$ cat config.mk
export PLATFORM = sky130hd
export DESIGN_NAME = hsa_ram
export DESIGN_NICKNAME = d
export VERILOG_FILES = /design/src/hdl/assert_macros.svh /design/src/hdl/hsa_ram.sv
export SDC_FILE = /design/constraint.sdc
export NUM_CORES = 1
export LEC_CHECK = 0
export CORE_ASPECT_RATIO = 1.1
export CORE_MARGIN = 2
export CORE_UTILIZATION = 27
export DETAILED_ROUTE_END_ITERATION = 12
export DONT_BUFFER_PORTS = 1
export PLACE_DENSITY = 0.5
export SLEW_MARGIN = 20
export SYNTH_ARGS = -nofsm -noshare
export SYNTH_HDL_FRONTEND = slang
export SYNTH_SLANG_ARGS = --single-unit
$ cat constraint.sdc
create_clock -name clk -period 2.25 [get_ports clk]
set_input_delay 0.3375 -clock clk [delete_from_list [all_inputs] [get_ports clk]]
set_output_delay 0.3375 -clock clk [all_outputs]
set_load 0.05 [all_outputs]
$ cat src/hdl/assert_macros.svh
// assertion macros for the rtl modules, included by the engine
`ifndef ASSERT_MACROS_SVH
`define ASSERT_MACROS_SVH

// clocked property, checked only while out of reset
`define HSA_ASSERT(lbl, clk, rst_n, prop, msg) \
  lbl: assert property (@(posedge clk) disable iff (!rst_n) prop) else $error(msg);

// clocked property, checked at every edge including reset
`define HSA_ASSERT_ALWAYS(lbl, clk, prop, msg) \
  lbl: assert property (@(posedge clk) prop) else $error(msg);

`endif

$ cat src/hdl/hsa_ram.sv
// generic single-write, single-read ram with registered read data
module hsa_ram #(
  parameter int WIDTH = 8,
  parameter int DEPTH = 16
) (
  input  logic                     clk,
  input  logic                     we,
  input  logic [$clog2(DEPTH)-1:0] waddr,
  input  logic [WIDTH-1:0]         wdata,
  input  logic                     re,
  input  logic [$clog2(DEPTH)-1:0] raddr,
  output logic [WIDTH-1:0]         rdata
);

  logic [WIDTH-1:0] mem [DEPTH];
  logic [WIDTH-1:0] rdata_r;

  // write port
  always_ff @(posedge clk) begin
    if (we) begin
      mem[waddr] <= wdata;
    end
  end

  // registered read port
  always_ff @(posedge clk) begin
    if (re) begin
      rdata_r <= mem[raddr];
    end
  end

  assign rdata = rdata_r;

endmodule

==> results of run 1 <==
## report_power, final
part           internal, W  switching [W]  total (W)
combinational     0.000110      0.0000930   0.000203
sequential         0.00286      0.0000600    0.00292
clock              0.00161        0.00100    0.00262
## routing by layer
metal / up-vias / share of wire / GRT usage
li1: 1073 / - / -
met1: 1264 / 0.45 / 0.153
met2: 71 / 0.47 / 0.170
met3: 11 / 0.066 / 0.0417
met4: 0 / 0.014 / 0.0406
met5: - / 0 / 0
## state kept, by name (all words and copies together), names as in the netlist
| register | cells |
|---|---|
| mem | 128 |
| rdata | 8 |
## layout make-up
class                   instances  area share
well taps                     247      0.0488
flip-flops and latches        136       0.645
clock inverters                14      0.0207
clock buffers                  18      0.0678
multi-input cells              83       0.167
repair buffers                 37      0.0510
## critical path, stage by stage (launching register included)
cell and delay, ns:
edfxtp_1 0.36, mux4_1 0.55, a22oi_1 0.23, nand2_1 0.16
## worst max-delay path by stage
stage / startpoint / end / slack [ns] / cells after the start
after detailed placement: raddr[0] / rdata[2] / 0.64 / 3
final: mem[5][2] / rdata[2] / 0.68 / 3
after CTS: mem[0][2] / rdata[2] / 0.65 / 3
after global placement: raddr[0] / rdata[2] / 0.64 / 3
after floorplan: waddr[2] / mem[0][0] / 0.42 / 2
after global routing: mem[5][2] / rdata[2] / 0.59 / 3
## metrics by stage
step,hold slack (ns),util
floorplan,0.436,-
global placement,0.437,0.294
detailed placement,0.437,0.294
CTS,0.0000976,0.327
global route,0.000720,0.333
finish,0.0180,0.333
## cells by family (layout without fill, tap and decap cells)
group                  after synthesis  in the layout  share of synthesized area
DFF                                136            136                      0.781
and+or+nand+nor                     35             35                     0.0314
muxes                               32             32                      0.148
AOI/OAI and AO/OA                   16             16                     0.0230
buffers and inverters               10             69                     0.0165
## cell usage in the layout (no fill, tap or decap)
cell / netlist / routed
edfxtp_1: 136 / 136
nand3b_1: 2 / 2
clkinv_1: 0 / 4
clkinvlp_4: 0 / 2
clkbuf_1: 0 / 1
inv_6: 0 / 1
a22oi_1: 16 / 16
mux4_1: 14 / 14
clkinv_2: 0 / 3
nor2b_1: 1 / 1
and2_1: 1 / 1
nor2_1: 13 / 13
dlygate4sd3_1: 0 / 18
clkinv_4: 0 / 2
buf_4: 1 / 19
nand2b_1: 2 / 2
bufinv_16: 0 / 2
nand2_1: 9 / 9
mux4_2: 18 / 18
or3b_2: 1 / 1
and2b_1: 1 / 1
nand3_1: 1 / 1
nor3_1: 4 / 4
clkbuf_16: 0 / 17
==> results.json, run 1 <==
{
  "rr_worst_depth": 3,
  "post-dp-hpwl_mm": 6.82,
  "finalHoldViolCount": 0,
  "setup_viol": 0,
  "ys.flop_type": "edfxtp_1",
  "drt.antenna.violating_nets": 0,
  "fillers": 1768,
  "die_x_um": 137,
  "antenna_found_initial": 0,
  "netlist_instances": 229,
  "synth_enable_flop_cells": 136,
  "startpoint_type": "flip-flop",
  "worst-slew-pin-transition_ns": 0.511,
  "diodes": 0,
  "wl_per_cell_um": 20.9,
  "pre_cts_ws_ns": 0.639,
  "synth_largest_area_cell": "edfxtp_1",
  "regArea_sq_um": 4080,
  "slew_headroom": 0.660,
  "finalCritPeriodShare": 0.699,
  "drive_gt1_frac": 0.226,
  "worst_slack_ns": 0.677,
  "fin_crit_ns": 1.57,
  "holdPathEnd": "mem[0][4]",
  "track_usage": 0.114,
  "dp.cells": 485,
  "grt_pass1_vias": 2452,
  "start_util": 0.275,
  "drtPass1Iterations": 4,
  "drt-initial-drc-count": 167,
  "die_area_sq_um": 20500,
  "multi_input_area_sq_um": 1060,
  "holdCritPathClass": "in -> reg",
  "end_kind": "flip-flop",
  "path_clk_slew_ns": 0.06,
  "critPathKind": "reg -> reg",
  "fin_cells": 535,
  "syn_area_sq_um": 5230,
  "postSynthNetCount": 248,
  "io_buffers": 0,
  "yosysWarningCount": 0,
  "final_nets": 294,
  "outcome": "finished, final reports clean",
  "cts_hold_buf": 7,
  "ys_top_cells_by_area": "edfxtp_1 (78%), mux4_2 (7.8%), mux4_1 (7.0%)",
  "yosysSeqAreaShare": 0.781,
  "fin_tns_setup_ns": 0,
  "synth.distinct_cells": 18,
  "finalPower_w": 0.00574,
  "cp_max_fo": 1,
  "synth-async-reset-ratio": 0,
  "avgSynthCellArea_sq_um": 22.8,
  "worstHoldStart": "wdata[4]",
  "cap_viol_max_count": 0,
  "hold_depth": 0,
  "timing.rr.end": "rdata[2]",
  "cts_tree": "built",
  "cts-buffers-inserted": 17,
  "rrSetupSlack_ns": 0.68,
  "vias_per_cell": 4.52,
  "area_delta_synth_final_pct": 21.2,
  "insertion_delay_ns": 0.42,
  "clockRootBuffer": "clkbuf_16",
  "overflow": 0,
  "ir_drop_mv": 0.505,
  "place_area_sq_um": 5590,
  "clkSinkCount": 136,
  "vias": 2419,
  "slew_violations": 0,
  "cts_setup_buffers": 0,
  "skew_ns": 0.0124,
  "synth.top_cells.by_count": "edfxtp_1 (136), mux4_2 (18), a22oi_1 (16), mux4_1 (14), nor2_1 (13)",
  "rows": 53,
  "crit_arrival_ns": 1.71,
  "io_pins": 27,
  "fmax_ghz": 0.636,
  "coreArea_sq_um": 19000,
  "power.density_nw_per_um2": 906,
  "clock_path_buffers": 2,
  "wl_mm": 11.2,
  "final_area_sq_um": 6330,
  "grt_pass1_wl_mm": 16.2,
  "ys_seq_elements": 136,
  "grt_max_degree": 33,
  "route.detailed.drc": 0,
  "synth_top_area_frac": 0.781,
  "yosys.cell_count.top_type": "edfxtp_1",
  "r2r_start": "mem[5][2]",
  "p_leak_nw": 2.05,
  "gp_congestion": 0.722,
  "ctsResizeCount": 0,
  "cts_max_level": 4,
  "rsz0062_at_grt": "no",
  "worstPathRequired_ns": 2.39,
  "die_h_um": 150
}
Note: power is estimated with default switching activity, not from simulation.
==> run 2, diff against run 1 <==
==> constraint.sdc (replaced) <==
create_clock -name clk -period 1.45 [get_ports clk]
set_input_delay 0.2175 -clock clk [delete_from_list [all_inputs] [get_ports clk]]
set_output_delay 0.2175 -clock clk [all_outputs]
set_load 0.05 [all_outputs]
==> results.json, run 2 (same netlist as run 1, synthesis figures left out) <==
{
  "startpoint_type": "flip-flop",
  "fmax_ghz": 0.678,
  "clock_path_buffers": 2,
  "final_nets": 282,
  "antenna_found_initial": 1,
  "power.density_nw_per_um2": 1410,
  "skew_ns": 0.00543,
  "worst_slack_ns": -0.0258,
  "violations": "negative setup slack",
  "route.detailed.drc": 0,
  "critPathKind": "reg -> reg",
  "cp_max_fo": 1,
  "coreArea_sq_um": 19000,
  "clockRootBuffer": "clkbuf_16",
  "wl_per_cell_um": 20.8,
  "final_cell_mix": "edfxtp_1 (136), mux4_2 (26), clkbuf_16 (17), buf_4 (16), nor2_1 (13)",
  "rows": 53,
  "fin_cells": 521,
  "path_clk_slew_ns": 0.05,
  "track_usage": 0.117,
  "finalCritPeriodShare": 1.02,
  "io_buffers": 0,
  "insertion_delay_ns": 0.42,
  "start_util": 0.275,
  "drive_gt1_frac": 0.260,
  "grt_max_degree": 33,
  "io_pins": 27,
  "slew_violations": 0,
  "dp.cells": 482,
  "outcome": "complete, but fails checks",
  "drt-initial-drc-count": 199,
  "top_register": "mem",
  "overflow": 0,
  "grt_pass1_vias": 2504,
  "end_kind": "flip-flop",
  "wl_mm": 10.8,
  "fin_tns_setup_ns": -0.0258,
  "cts_tree": "built",
  "drt.antenna.violating_nets": 0,
  "setup_viol": 1,
  "gp_congestion": 0.666,
  "clkSinkCount": 136,
  "die_x_um": 137,
  "fin_crit_ns": 1.48,
  "slew_headroom": 0.371,
  "cap_viol_max_count": 0,
  "die_area_sq_um": 20500,
  "drtPass1Iterations": 4,
  "worstPathRequired_ns": 1.60,
  "cts_setup_buffers": 0,
  "final_common_cell": "edfxtp_1",
  "ir_drop_mv": 0.825,
  "worst-slew-pin-transition_ns": 0.941,
  "holdCritPathClass": "in -> reg",
  "cts-buffers-inserted": 17,
  "die_h_um": 150,
  "rsz0062_at_grt": "yes",
  "area_delta_synth_final_pct": 18.5,
  "post-dp-hpwl_mm": 6.55,
  "crit_arrival_ns": 1.63,
  "largest_register_ffs": 128,
  "p_leak_nw": 1.95,
  "grt_pass1_wl_mm": 16.4,
  "finalHoldViolCount": 0,
  "vias_per_cell": 4.56,
  "cts_max_level": 4,
  "vias": 2374
}
[run 2: cell count changes in the layout (fill, tap and decap cells not counted), sizes merged]
cell / previous run / this run
inv: 1 / 0
diode: 0 / 1
dlygate4sd3: 18 / 9
clkinv: 9 / 5
buf: 19 / 16
clkbuf: 18 / 22
clkinvlp: 2 / 0
[run 2: path summary, 6_finish.rpt]
path | depth (start not counted) | from | to | slack, ns
setup / recovery | 3 | mem[10][0] | rdata[0] | -0.03
hold / removal | 2 | waddr[1] | mem[0][4] | 0.18
hold reg to reg | 3 | mem[11][4] | rdata[4] | 0.76
setup reg to reg | 3 | mem[10][0] | rdata[0] | -0.03
[run 2: area by class of cell]
type / count / area (sq um)
clock inverter: 7 / 80.1
sequential: 136 / 4080
clock buffer: 22 / 444
fill: 1774 / 12800
antenna: 1 / 2.50
multi-input combinational: 83 / 1070
tap: 247 / 309
timing repair buffer: 25 / 210
[run 2: timing repair]
action,4_1_cts,5_1_grt
pin swaps,2,1
endpoints found under the hold margin,136,0
hold buffers,9,0
resized for setup,4,4
setup endpoints to repair,5,8
[run 2: stage by stage]
stage                     setup WS [ns]   util  total power, W  instance area, sq um  hold WS (ns)
final                           -0.0258  0.326         0.00877                  6200         0.181
after global routing            -0.0489  0.326         0.00905                  6200         0.176
after CTS                       -0.0450  0.325         0.00884                  6180         0.153
after detailed placement         -0.160  0.292         0.00486                  5550         0.318
after global placement           -0.148  0.292         0.00486                  5550         0.318
after floorplan                 -0.0336      -         0.00483                  5220         0.316
[run 2: routing by layer]
layer	up-vias	share of wire	global-route usage
met3	15	0.062	0.0498
li1	1038	-	-
met5	-	0	0
met1	1262	0.44	0.150
met2	59	0.49	0.177
met4	0	0.014	0.0406
[run 2: worst max-delay path, stage by stage (launching register included)]
cell and delay, ns:
edfxtp_1 0.36, mux4_2 0.48, a22oi_2 0.23, nand2_1 0.14
[run 2: report_power, final]
part | switching [W] | leakage (nW) | internal [W] | total (W)
sequential | 0.0000940 | 1.24 | 0.00444 | 0.00453
combinational | 0.000176 | 0.464 | 0.000158 | 0.000334
clock | 0.00144 | 0.254 | 0.00247 | 0.00390
total | 0.00171 | 1.95 | 0.00706 | 0.00877
