**config.mk**
```make
export PLATFORM = sky130hd
export DESIGN_NAME = hsa_engine
export DESIGN_NICKNAME = d
export VERILOG_FILES = /design/src/hdl/hsa_pkg.sv /design/src/hdl/hsa_engine.sv
export VERILOG_INCLUDE_DIRS = /design/src /design/src/hdl
export SDC_FILE = /design/constraint.sdc
export NUM_CORES = 1
export LEC_CHECK = 0
export ABC_AREA = 1
export BUFFER_PORTS_ARGS = -buffer_cell sky130_fd_sc_hd__buf_2
export CORE_ASPECT_RATIO = 1.1
export CORE_MARGIN = 2
export CORE_UTILIZATION = 35
export DETAILED_ROUTE_END_ITERATION = 16
export PLACE_DENSITY = 0.66
export SYNTH_ARGS = -nofsm -noshare
export SYNTH_HDL_FRONTEND = slang
export SYNTH_SLANG_ARGS = --single-unit
```
**constraint.sdc**
```tcl
create_clock -name clk -period 6.8 [get_ports clk]
set_input_delay 1.02 -clock clk [delete_from_list [all_inputs] [get_ports clk]]
set_output_delay 1.02 -clock clk [all_outputs]
set_load 0.005 [all_outputs]
```
**src/hdl/assert_macros.svh**
```systemverilog
// assertion macros for the rtl modules, included by the engine
`ifndef ASSERT_MACROS_SVH
`define ASSERT_MACROS_SVH

// clocked property, checked only while out of reset
`define HSA_ASSERT(lbl, clk, rst_n, prop, msg) \
  lbl: assert property (@(posedge clk) disable iff (!rst_n) prop) else $error(msg);

// clocked property, checked at every edge including reset
`define HSA_ASSERT_ALWAYS(lbl, clk, prop, msg) \
  lbl: assert property (@(posedge clk) prop) else $error(msg);

`endif

```
**src/hdl/hsa_pkg.sv**
```systemverilog
// types and constants of the handle slot allocator
package hsa_pkg;

  // command codes
  typedef enum logic [1:0] {
    CMD_SET_DEFAULT = 2'd0,
    CMD_REGISTER    = 2'd1,
    CMD_UNREGISTER  = 2'd2,
    CMD_LOOKUP      = 2'd3
  } cmd_t;

  // result status codes
  typedef enum logic [1:0] {
    STS_DONE     = 2'd0,
    STS_IGNORED  = 2'd1,
    STS_FULL     = 2'd2,
    STS_OVERFLOW = 2'd3
  } status_t;

  // engine sequencer states
  typedef enum logic [1:0] {
    ST_CLEAR = 2'd0,
    ST_IDLE  = 2'd1,
    ST_EXEC  = 2'd2
  } state_t;

  // configuration register indexes (paddr[3:2])
  localparam logic [1:0] REG_WHITE_SLOT  = 2'd0;
  localparam logic [1:0] REG_NORMAL_SLOT = 2'd1;
  localparam logic [1:0] REG_FIRST_FRESH = 2'd2;

  // configuration reset values
  localparam logic [9:0]  WHITE_RST  = 10'd0;
  localparam logic [9:0]  NORMAL_RST = 10'd1;
  localparam logic [10:0] FRESH_RST  = 11'd2;

  // request payload
  typedef struct packed {
    cmd_t        cmd;
    logic [9:0]  slot_index;
    logic        slot_valid;
    logic [31:0] texture_id;
  } req_t;

  // result payload
  typedef struct packed {
    logic [9:0]  handle_index;
    logic        handle_ok;
    logic [31:0] texture_out;
    logic [10:0] live_count;
    status_t     status;
  } resp_t;

  // configuration seen by the engine
  typedef struct packed {
    logic [9:0]  white_slot;
    logic [9:0]  normal_slot;
    logic [10:0] first_fresh_slot;
    logic        fresh_load;
  } cfg_t;

endpackage

```
**src/hdl/hsa_engine.sv**
```systemverilog
// request sequencer and read-modify-write datapath over slot store and free stack
`include "assert_macros.svh"

module hsa_engine #(
  parameter int CAPACITY = 1024,
  parameter int ID_W     = 32
) (
  input  logic                          clk,
  input  logic                          rst_n,
  input  hsa_pkg::cfg_t                 cfg,
  input  logic                          start,
  input  hsa_pkg::req_t                 in_req,
  output logic                          busy,
  output logic                          out_valid,
  output hsa_pkg::resp_t                out_resp,
  // slot store ram
  output logic                          st_we,
  output logic [$clog2(CAPACITY)-1:0]   st_waddr,
  output logic [ID_W-1:0]               st_wdata,
  output logic                          st_re,
  output logic [$clog2(CAPACITY)-1:0]   st_raddr,
  input  logic [ID_W-1:0]               st_rdata,
  // free stack ram
  output logic                          sk_we,
  output logic [$clog2(CAPACITY)-1:0]   sk_waddr,
  output logic [$clog2(CAPACITY)-1:0]   sk_wdata,
  output logic                          sk_re,
  output logic [$clog2(CAPACITY)-1:0]   sk_raddr,
  input  logic [$clog2(CAPACITY)-1:0]   sk_rdata
);

  localparam int IDX_W = $clog2(CAPACITY);
  localparam int CNT_W = $clog2(CAPACITY + 1);
  localparam int FR_W  = (CNT_W > 11) ? CNT_W : 11;
  localparam bit ALL_IN = (CAPACITY >= 1024);
  localparam logic [9:0]       CAP10  = ALL_IN ? 10'd0 : 10'(CAPACITY);
  localparam logic [CNT_W-1:0] CAP_C  = CNT_W'(CAPACITY);
  localparam logic [FR_W-1:0]  CAP_FR = FR_W'(CAPACITY);
  localparam logic [IDX_W-1:0] LAST   = IDX_W'(CAPACITY - 1);

  hsa_pkg::state_t      state_r, state_nxt;
  logic [IDX_W-1:0]     clr_r, clr_nxt;
  hsa_pkg::req_t        req_r;
  logic [CNT_W-1:0]     top_r, top_nxt;
  logic [FR_W-1:0]      fresh_r, fresh_nxt;
  logic [CNT_W-1:0]     occ_r, occ_nxt;
  logic                 out_valid_r;
  hsa_pkg::resp_t       out_resp_r, resp_nxt;
  logic                 accept;
  logic                 exec;

  // width adaptation helpers
  logic [IDX_W+9:0]     in_idx_wide;
  logic [IDX_W+9:0]     req_idx_wide;
  logic [IDX_W-1:0]     req_addr;
  logic [CNT_W-1:0]     top_dec;
  logic [FR_W+10:0]     ff_wide;
  logic [FR_W-1:0]      ff_ext;

  // decoded request fields and flags
  logic                 in_range;
  logic                 reserved;
  logic [ID_W-1:0]      tex;
  logic                 old_nz;
  logic [CNT_W-1:0]     occ_up;
  logic [CNT_W-1:0]     occ_dn;
  logic [IDX_W-1:0]     slot;
  logic [IDX_W+9:0]     slot_wide;
  logic [CNT_W+10:0]    occ_wide;
  logic [ID_W+31:0]     old_wide;

  assign in_idx_wide  = {{IDX_W{1'b0}}, in_req.slot_index};
  assign req_idx_wide = {{IDX_W{1'b0}}, req_r.slot_index};
  assign req_addr     = req_idx_wide[IDX_W-1:0];
  assign top_dec      = top_r - CNT_W'(1);
  assign ff_wide      = {{FR_W{1'b0}}, cfg.first_fresh_slot};
  assign ff_ext       = ff_wide[FR_W-1:0];
  assign old_wide     = {32'd0, st_rdata};

  // sequencer: clearing pass, idle, then an execute state for each request
  always_comb begin
    state_nxt = state_r;
    clr_nxt   = clr_r;
    busy      = 1'b1;
    unique case (state_r)
      hsa_pkg::ST_CLEAR: begin
        clr_nxt = clr_r + IDX_W'(1);
        if (clr_r == LAST) begin
          state_nxt = hsa_pkg::ST_IDLE;
        end
      end
      hsa_pkg::ST_IDLE: begin
        busy = 1'b0;
        if (start) begin
          state_nxt = hsa_pkg::ST_EXEC;
        end
      end
      hsa_pkg::ST_EXEC: begin
        state_nxt = hsa_pkg::ST_IDLE;
      end
      default: begin
        state_nxt = hsa_pkg::ST_CLEAR;
      end
    endcase
  end

  assign accept = start && !busy;
  assign exec   = (state_r == hsa_pkg::ST_EXEC);

  always_ff @(posedge clk) begin
    if (!rst_n) begin
      state_r <= hsa_pkg::ST_CLEAR;
      clr_r   <= '0;
    end else begin
      state_r <= state_nxt;
      clr_r   <= clr_nxt;
    end
  end

  // reads issued on accept, data ready in the execute cycle
  assign st_re    = accept;
  assign st_raddr = in_idx_wide[IDX_W-1:0];
  assign sk_re    = accept;
  assign sk_raddr = top_dec[IDX_W-1:0];

  // request flags
  assign in_range  = ALL_IN || (req_r.slot_index < CAP10);
  assign reserved  = (req_r.slot_index == cfg.white_slot) ||
                     (req_r.slot_index == cfg.normal_slot);
  assign tex       = req_r.texture_id[ID_W-1:0];
  assign old_nz    = |st_rdata;
  assign occ_up    = (occ_r < CAP_C) ? occ_r + CNT_W'(1) : occ_r;
  assign occ_dn    = (occ_r != '0) ? occ_r - CNT_W'(1) : occ_r;
  assign slot      = (top_r != '0) ? sk_rdata : fresh_r[IDX_W-1:0];
  assign slot_wide = {10'd0, slot};
  assign occ_wide  = {11'd0, occ_nxt};

  // clearing writes, and the read-modify-write of the execute cycle
  always_comb begin
    st_we     = 1'b0;
    st_waddr  = req_addr;
    st_wdata  = '0;
    sk_we     = 1'b0;
    sk_waddr  = top_r[IDX_W-1:0];
    sk_wdata  = req_addr;
    top_nxt   = top_r;
    fresh_nxt = fresh_r;
    occ_nxt   = occ_r;
    resp_nxt  = '0;
    resp_nxt.status = hsa_pkg::STS_DONE;

    if (state_r == hsa_pkg::ST_CLEAR) begin
      st_we    = 1'b1;
      st_waddr = clr_r;
    end else if (exec) begin
      unique case (req_r.cmd)
        hsa_pkg::CMD_SET_DEFAULT: begin
          if (!reserved || !in_range) begin
            resp_nxt.status = hsa_pkg::STS_IGNORED;
          end else begin
            st_we    = 1'b1;
            st_wdata = tex;
            if (!old_nz && (tex != '0)) begin
              occ_nxt = occ_up;
            end else if (old_nz && (tex == '0)) begin
              occ_nxt = occ_dn;
            end
          end
        end
        hsa_pkg::CMD_REGISTER: begin
          if (tex == '0) begin
            resp_nxt.status = hsa_pkg::STS_IGNORED;
          end else if ((top_r != '0) || (fresh_r < CAP_FR)) begin
            if (top_r != '0) begin
              top_nxt = top_dec;
            end else begin
              fresh_nxt = fresh_r + FR_W'(1);
            end
            st_we    = 1'b1;
            st_waddr = slot;
            st_wdata = tex;
            occ_nxt  = occ_up;
            resp_nxt.handle_index = slot_wide[9:0];
            resp_nxt.handle_ok    = 1'b1;
          end else begin
            resp_nxt.status = hsa_pkg::STS_FULL;
          end
        end
        hsa_pkg::CMD_UNREGISTER: begin
          if (!req_r.slot_valid || !in_range || reserved) begin
            resp_nxt.status = hsa_pkg::STS_IGNORED;
          end else begin
            st_we = 1'b1;
            if (top_r < CAP_C) begin
              sk_we   = 1'b1;
              top_nxt = top_r + CNT_W'(1);
            end else begin
              resp_nxt.status = hsa_pkg::STS_OVERFLOW;
            end
            occ_nxt = occ_dn;
          end
        end
        hsa_pkg::CMD_LOOKUP: begin
          if (!req_r.slot_valid || !in_range) begin
            resp_nxt.status = hsa_pkg::STS_IGNORED;
          end else begin
            resp_nxt.texture_out = old_wide[31:0];
          end
        end
        default: begin
          resp_nxt.status = hsa_pkg::STS_IGNORED;
        end
      endcase
    end

    // a write of first_fresh_slot reloads the bump counter
    if (cfg.fresh_load) begin
      fresh_nxt = ff_ext;
    end
    resp_nxt.live_count = occ_wide[10:0];
  end

  // control state
  always_ff @(posedge clk) begin
    if (!rst_n) begin
      top_r       <= '0;
      fresh_r     <= FR_W'(hsa_pkg::FRESH_RST);
      occ_r       <= '0;
      out_valid_r <= 1'b0;
    end else begin
      top_r       <= top_nxt;
      fresh_r     <= fresh_nxt;
      occ_r       <= occ_nxt;
      out_valid_r <= exec;
    end
  end

  // request and result payload
  always_ff @(posedge clk) begin
    if (accept) begin
      req_r <= in_req;
    end
    if (exec) begin
      out_resp_r <= resp_nxt;
    end
  end

  assign out_valid = out_valid_r;
  assign out_resp  = out_resp_r;

  // checks
  `HSA_ASSERT(a_exec_strobe, clk, rst_n, exec |=> out_valid_r, "result strobe missing after execute")
  `HSA_ASSERT(a_strobe_single, clk, rst_n, out_valid_r |=> !out_valid_r, "result strobe held two cycles")
  `HSA_ASSERT(a_top_bound, clk, rst_n, top_r <= CAP_C, "free stack top beyond capacity")
  `HSA_ASSERT(a_occ_bound, clk, rst_n, occ_r <= CAP_C, "live count beyond capacity")
  `HSA_ASSERT_ALWAYS(a_reset_busy, clk, !rst_n |=> busy, "block not busy after reset")

endmodule

```
==> flow_summary.yaml <==
run_status:
  outcome: "completed"
global_routing:
  first_global_vias: 7557
  grt_util_all_layers_pct: 18.5
  met3_usage_pct: 4.61
  grt.met2_usage_pct: 33.4
  grt_start_max_net_pins: 58
  grt_antenna_before_repair: 1
  grt_met1_usage_pct: 21.2
  global_route.overflow_total: 0
  top_usage_layer: "met2"
  grt_pass1_wl_mm: 38.3
yosys:
  synth-edff-count: 101
  ys_async_sr_fraction_pct: 0
  synth-warning-count: 0
  synth_top_area_share_pct: 35.1
  number_of_distinct_standard_cells_referenced_by_the_synthesized_netlist: 40
  netlist_instances: 1137
  syn_nets: 1271
  mappedNetlistArea_um2: 8630
  ff_latch_count_synth: 147
  seq_area_frac_synth_pct: 45.8
  post_synth_main_area_contributors: "sky130_fd_sc_hd__edfxtp_1, sky130_fd_sc_hd__nand2_1, sky130_fd_sc_hd__dfxtp_1"
  yosys.area.top_type: "sky130_fd_sc_hd__edfxtp_1"
  synth_area_per_cell_um2: 7.59
  synth_top_flop_cell: "sky130_fd_sc_hd__edfxtp_1"
floorplanning:
  floorplan.die.width_um: 154
  fp-row-count: 60
  i_o_pins: 266
  starting_density_pct: 35.5
  die-area_um2: 25900
  core_box_area_um2: 24300
  die_h_um: 169
route:
  routed-via-count: 8009
  vias_per_instance: 4.76
  post-route-drc-count: 0
  post_drt_wl_per_cell_um: 14.5
  drt-initial-drc-count: 520
  dr.pass1.iters: 5
  finalWirelength_mm: 24.3
  drt.antenna.violating_nets: 0
timing:
  tightestPinTransition_ns: 0.922
  final-setup-viol-count: 0
  tns_ns: 0
  hold_slack_ns: 0.471
  report.final.slew_viol_count: 0
  setup_repair_after_global_routing_missed_its_margin: "false"
  skew_ns: 0.0168
  max_slew_margin_pct: 38.4
  timing.fmax_mhz: 227
  finalCriticalPeriod_ns: 4.40
  final.period_utilization_pct: 64.7
  finalHoldViolations: 0
critical_path:
  cell_by_cell_trace_of_the_critical_path: "buf_2 > xnor2_1 > nand2_1 > nor2_1 > nand3_1 > nand2_1 > nand2_1 > nand2_1 > inv_1 > nor3_1 > buf_2"
  path_delay_family: "simple AND/OR/NAND/NOR gates"
  cp_max_fo: 22
  timing_worst_setup_path_type: "in2out"
  worst_ep_arrival_time_ns: 3.38
  worst_path_max_delay_cell: "sky130_fd_sc_hd__nand2_1"
  worst_ep_required_time_ns: 5.78
  worst_path_most_repeated_cell: "sky130_fd_sc_hd__nand2_1"
  critical_path.max_stage_delay_ns: 0.63
  worst_setup_path_end_kind: "primary output"
  start_kind: "primary input"
  crit_buf_inv: 3
placement:
  input_output_buffers: 265
  gp_congestion: 0.919
  place_inst: 1650
  hpwlAfterDp_mm: 18.5
power_and_ir_drop:
  power.total_mw: 2.02
  ir_worst_vdd_v: 0.000172
  p_leak_nw: 4.94
  pwr_density_cell_nw_per_um2: 191
finish:
  finalNetCount: 1493
  layout_cell_share_with_drive_strength_beyond_1_pct: 24.0
  seqCellArea_um2: 3950
  fillCellCount: 2536
  syn2layout_area_growth_pct: 22.7
  stdcell_count: 1683
  area_of_combinational_cells_with_multiple_inputs_um2: 3720
clock_tree:
  worstSkewPairLatency_ns: 0.42
  htree_num_levels: 4
  total_number_of_clock_tree_sinks: 147
  tritoncts_clock_tree: "yes"
  cts-buffers-inserted: 17
  cts_resized: 0
  ctsLongestPathBuffers: 2
  clk_transition_reported_paths_ns: 0.07
  total_of_hold_buffers_inserted_after_clock_tree_synthesis: 0
  cts.root.buffer_cell: "sky130_fd_sc_hd__clkbuf_16"
  cts.repair_timing.setup_buffer_count: 0
flow_run:
  maxCapViolations: 0
min_path:
  hold_path_class: "reg2reg"
## worst paths after layout
| kind | startpoint | to | slack [ns] | depth (start not counted) |
|---|---|---|---|---|
| worst min-delay path | fresh_r[8]$_SDFFE_PN0P_ | fresh_r[8]$_SDFFE_PN0P_ | 0.47 | 2 |
| worst max-delay path | cfg[21] | st_wdata[0] | 2.40 | 11 |
| worst max register to register | state_r[0]$_SDFFE_PN0P_ | top_r[1]$_SDFFE_PN0P_ | 3.61 | 10 |
| worst min register to register | fresh_r[8]$_SDFFE_PN0P_ | fresh_r[8]$_SDFFE_PN0P_ | 0.47 | 2 |
## state kept, by name, summed over array words and instances (netlist names)
| register | flops |
|---|---|
| req_r | 3 |
| out_valid | 1 |
| out_resp | 56 |
| state_r | 2 |
| sk_wdata | 10 |
| occ_r | 11 |
| fresh_r | 11 |
| clr_r | 10 |
| tex | 32 |
| top_r | 11 |
## cells in the mapped netlist (3+ instances only)
library cell,instances
sky130_fd_sc_hd__nand2_2,3
sky130_fd_sc_hd__edfxtp_1,101
sky130_fd_sc_hd__buf_4,34
sky130_fd_sc_hd__nor3_1,30
sky130_fd_sc_hd__xor2_1,28
sky130_fd_sc_hd__ha_1,12
sky130_fd_sc_hd__a21oi_1,47
sky130_fd_sc_hd__xnor2_1,14
sky130_fd_sc_hd__nor2_1,175
sky130_fd_sc_hd__buf_2,15
sky130_fd_sc_hd__nand4_1,12
sky130_fd_sc_hd__o21ai_0,49
sky130_fd_sc_hd__o211ai_1,12
sky130_fd_sc_hd__clkbuf_1,14
sky130_fd_sc_hd__mux2i_1,4
sky130_fd_sc_hd__inv_2,4
sky130_fd_sc_hd__inv_1,142
sky130_fd_sc_hd__a31oi_1,3
sky130_fd_sc_hd__buf_1,4
sky130_fd_sc_hd__nor2_2,7
sky130_fd_sc_hd__dfxtp_1,46
sky130_fd_sc_hd__nand2_1,277
sky130_fd_sc_hd__nand3_1,81
## through the flow
stage               instance area (um^2)  worst slack [ns]  utilization, %
floorplan                           8630              2.38               -
global placement                    9990              2.51            41.1
detailed placement                  9990              2.41            41.1
CTS                                10600              2.41            43.5
global route                       10600              2.17            43.5
finish                             10600              2.40            43.5
## where the power goes
| group | internal (mW) | total [mW] | switching (mW) |
|---|---|---|---|
| clock network | 0.553 | 0.959 | 0.406 |
| logic | 0.0466 | 0.101 | 0.0541 |
| registers | 0.954 | 0.959 | 0.00543 |
| total | 1.55 | 2.02 | 0.466 |
## cell families after synthesis
family	synth area share, %
DFF	45.8
muxes	0.464
xor gates and xnor gates	4.26
buffers and inverters	11.2
adders and majority gates	1.74
AOI/OAI and AO/OA	8.01
and+or+nand+nor	28.5
## layer usage
metal | vias to the layer above | part of all wire [%]
li1 | 4076 | -
met1 | 3643 | 40
met2 | 250 | 51
met3 | 40 | 6.0
met4 | 0 | 2.4
met5 | - | 0
## layout by cell type (no fill, tap or decap), types with 2 or more instances in the layout
cell type and count:
sky130_fd_sc_hd__a21oi_1 47, sky130_fd_sc_hd__a31oi_1 3, sky130_fd_sc_hd__buf_2 265, sky130_fd_sc_hd__buf_4 6, sky130_fd_sc_hd__bufinv_16 2, sky130_fd_sc_hd__clkbuf_16 17
sky130_fd_sc_hd__clkinv_1 3, sky130_fd_sc_hd__clkinv_2 2, sky130_fd_sc_hd__clkinvlp_4 2, sky130_fd_sc_hd__dfxtp_1 46, sky130_fd_sc_hd__edfxtp_1 101, sky130_fd_sc_hd__ha_1 12
sky130_fd_sc_hd__inv_1 141, sky130_fd_sc_hd__inv_2 5, sky130_fd_sc_hd__inv_6 2, sky130_fd_sc_hd__inv_8 5, sky130_fd_sc_hd__mux2i_1 4, sky130_fd_sc_hd__nand2_1 277
sky130_fd_sc_hd__nand2_2 3, sky130_fd_sc_hd__nand3_1 81, sky130_fd_sc_hd__nand4_1 12, sky130_fd_sc_hd__nor2_1 174, sky130_fd_sc_hd__nor2_2 7, sky130_fd_sc_hd__nor2_4 2
sky130_fd_sc_hd__nor3_1 30, sky130_fd_sc_hd__o211ai_1 12, sky130_fd_sc_hd__o21ai_0 49, sky130_fd_sc_hd__o21ai_1 2, sky130_fd_sc_hd__o21ai_4 2, sky130_fd_sc_hd__o22ai_1 2
sky130_fd_sc_hd__o31ai_1 2, sky130_fd_sc_hd__or2_2 2, sky130_fd_sc_hd__xnor2_1 14, sky130_fd_sc_hd__xor2_1 28
## cell type report
class                   count  area share, %
clock buffers              17           4.02
flip-flops and latches    147           37.3
clock inverters            15           1.62
repair buffers            271           12.9
inverters                 149           5.30
diodes                      1         0.0236
well taps                 310           3.66
multi-input cells         773           35.1
## tightest hold or removal path, stage by stage, from the launching register on
cell,delay (ns)
sky130_fd_sc_hd__dfxtp_1,0.31
sky130_fd_sc_hd__nand2_1,0.06
sky130_fd_sc_hd__a21oi_1,0.05
Note: power is estimated with default switching activity, not from simulation.
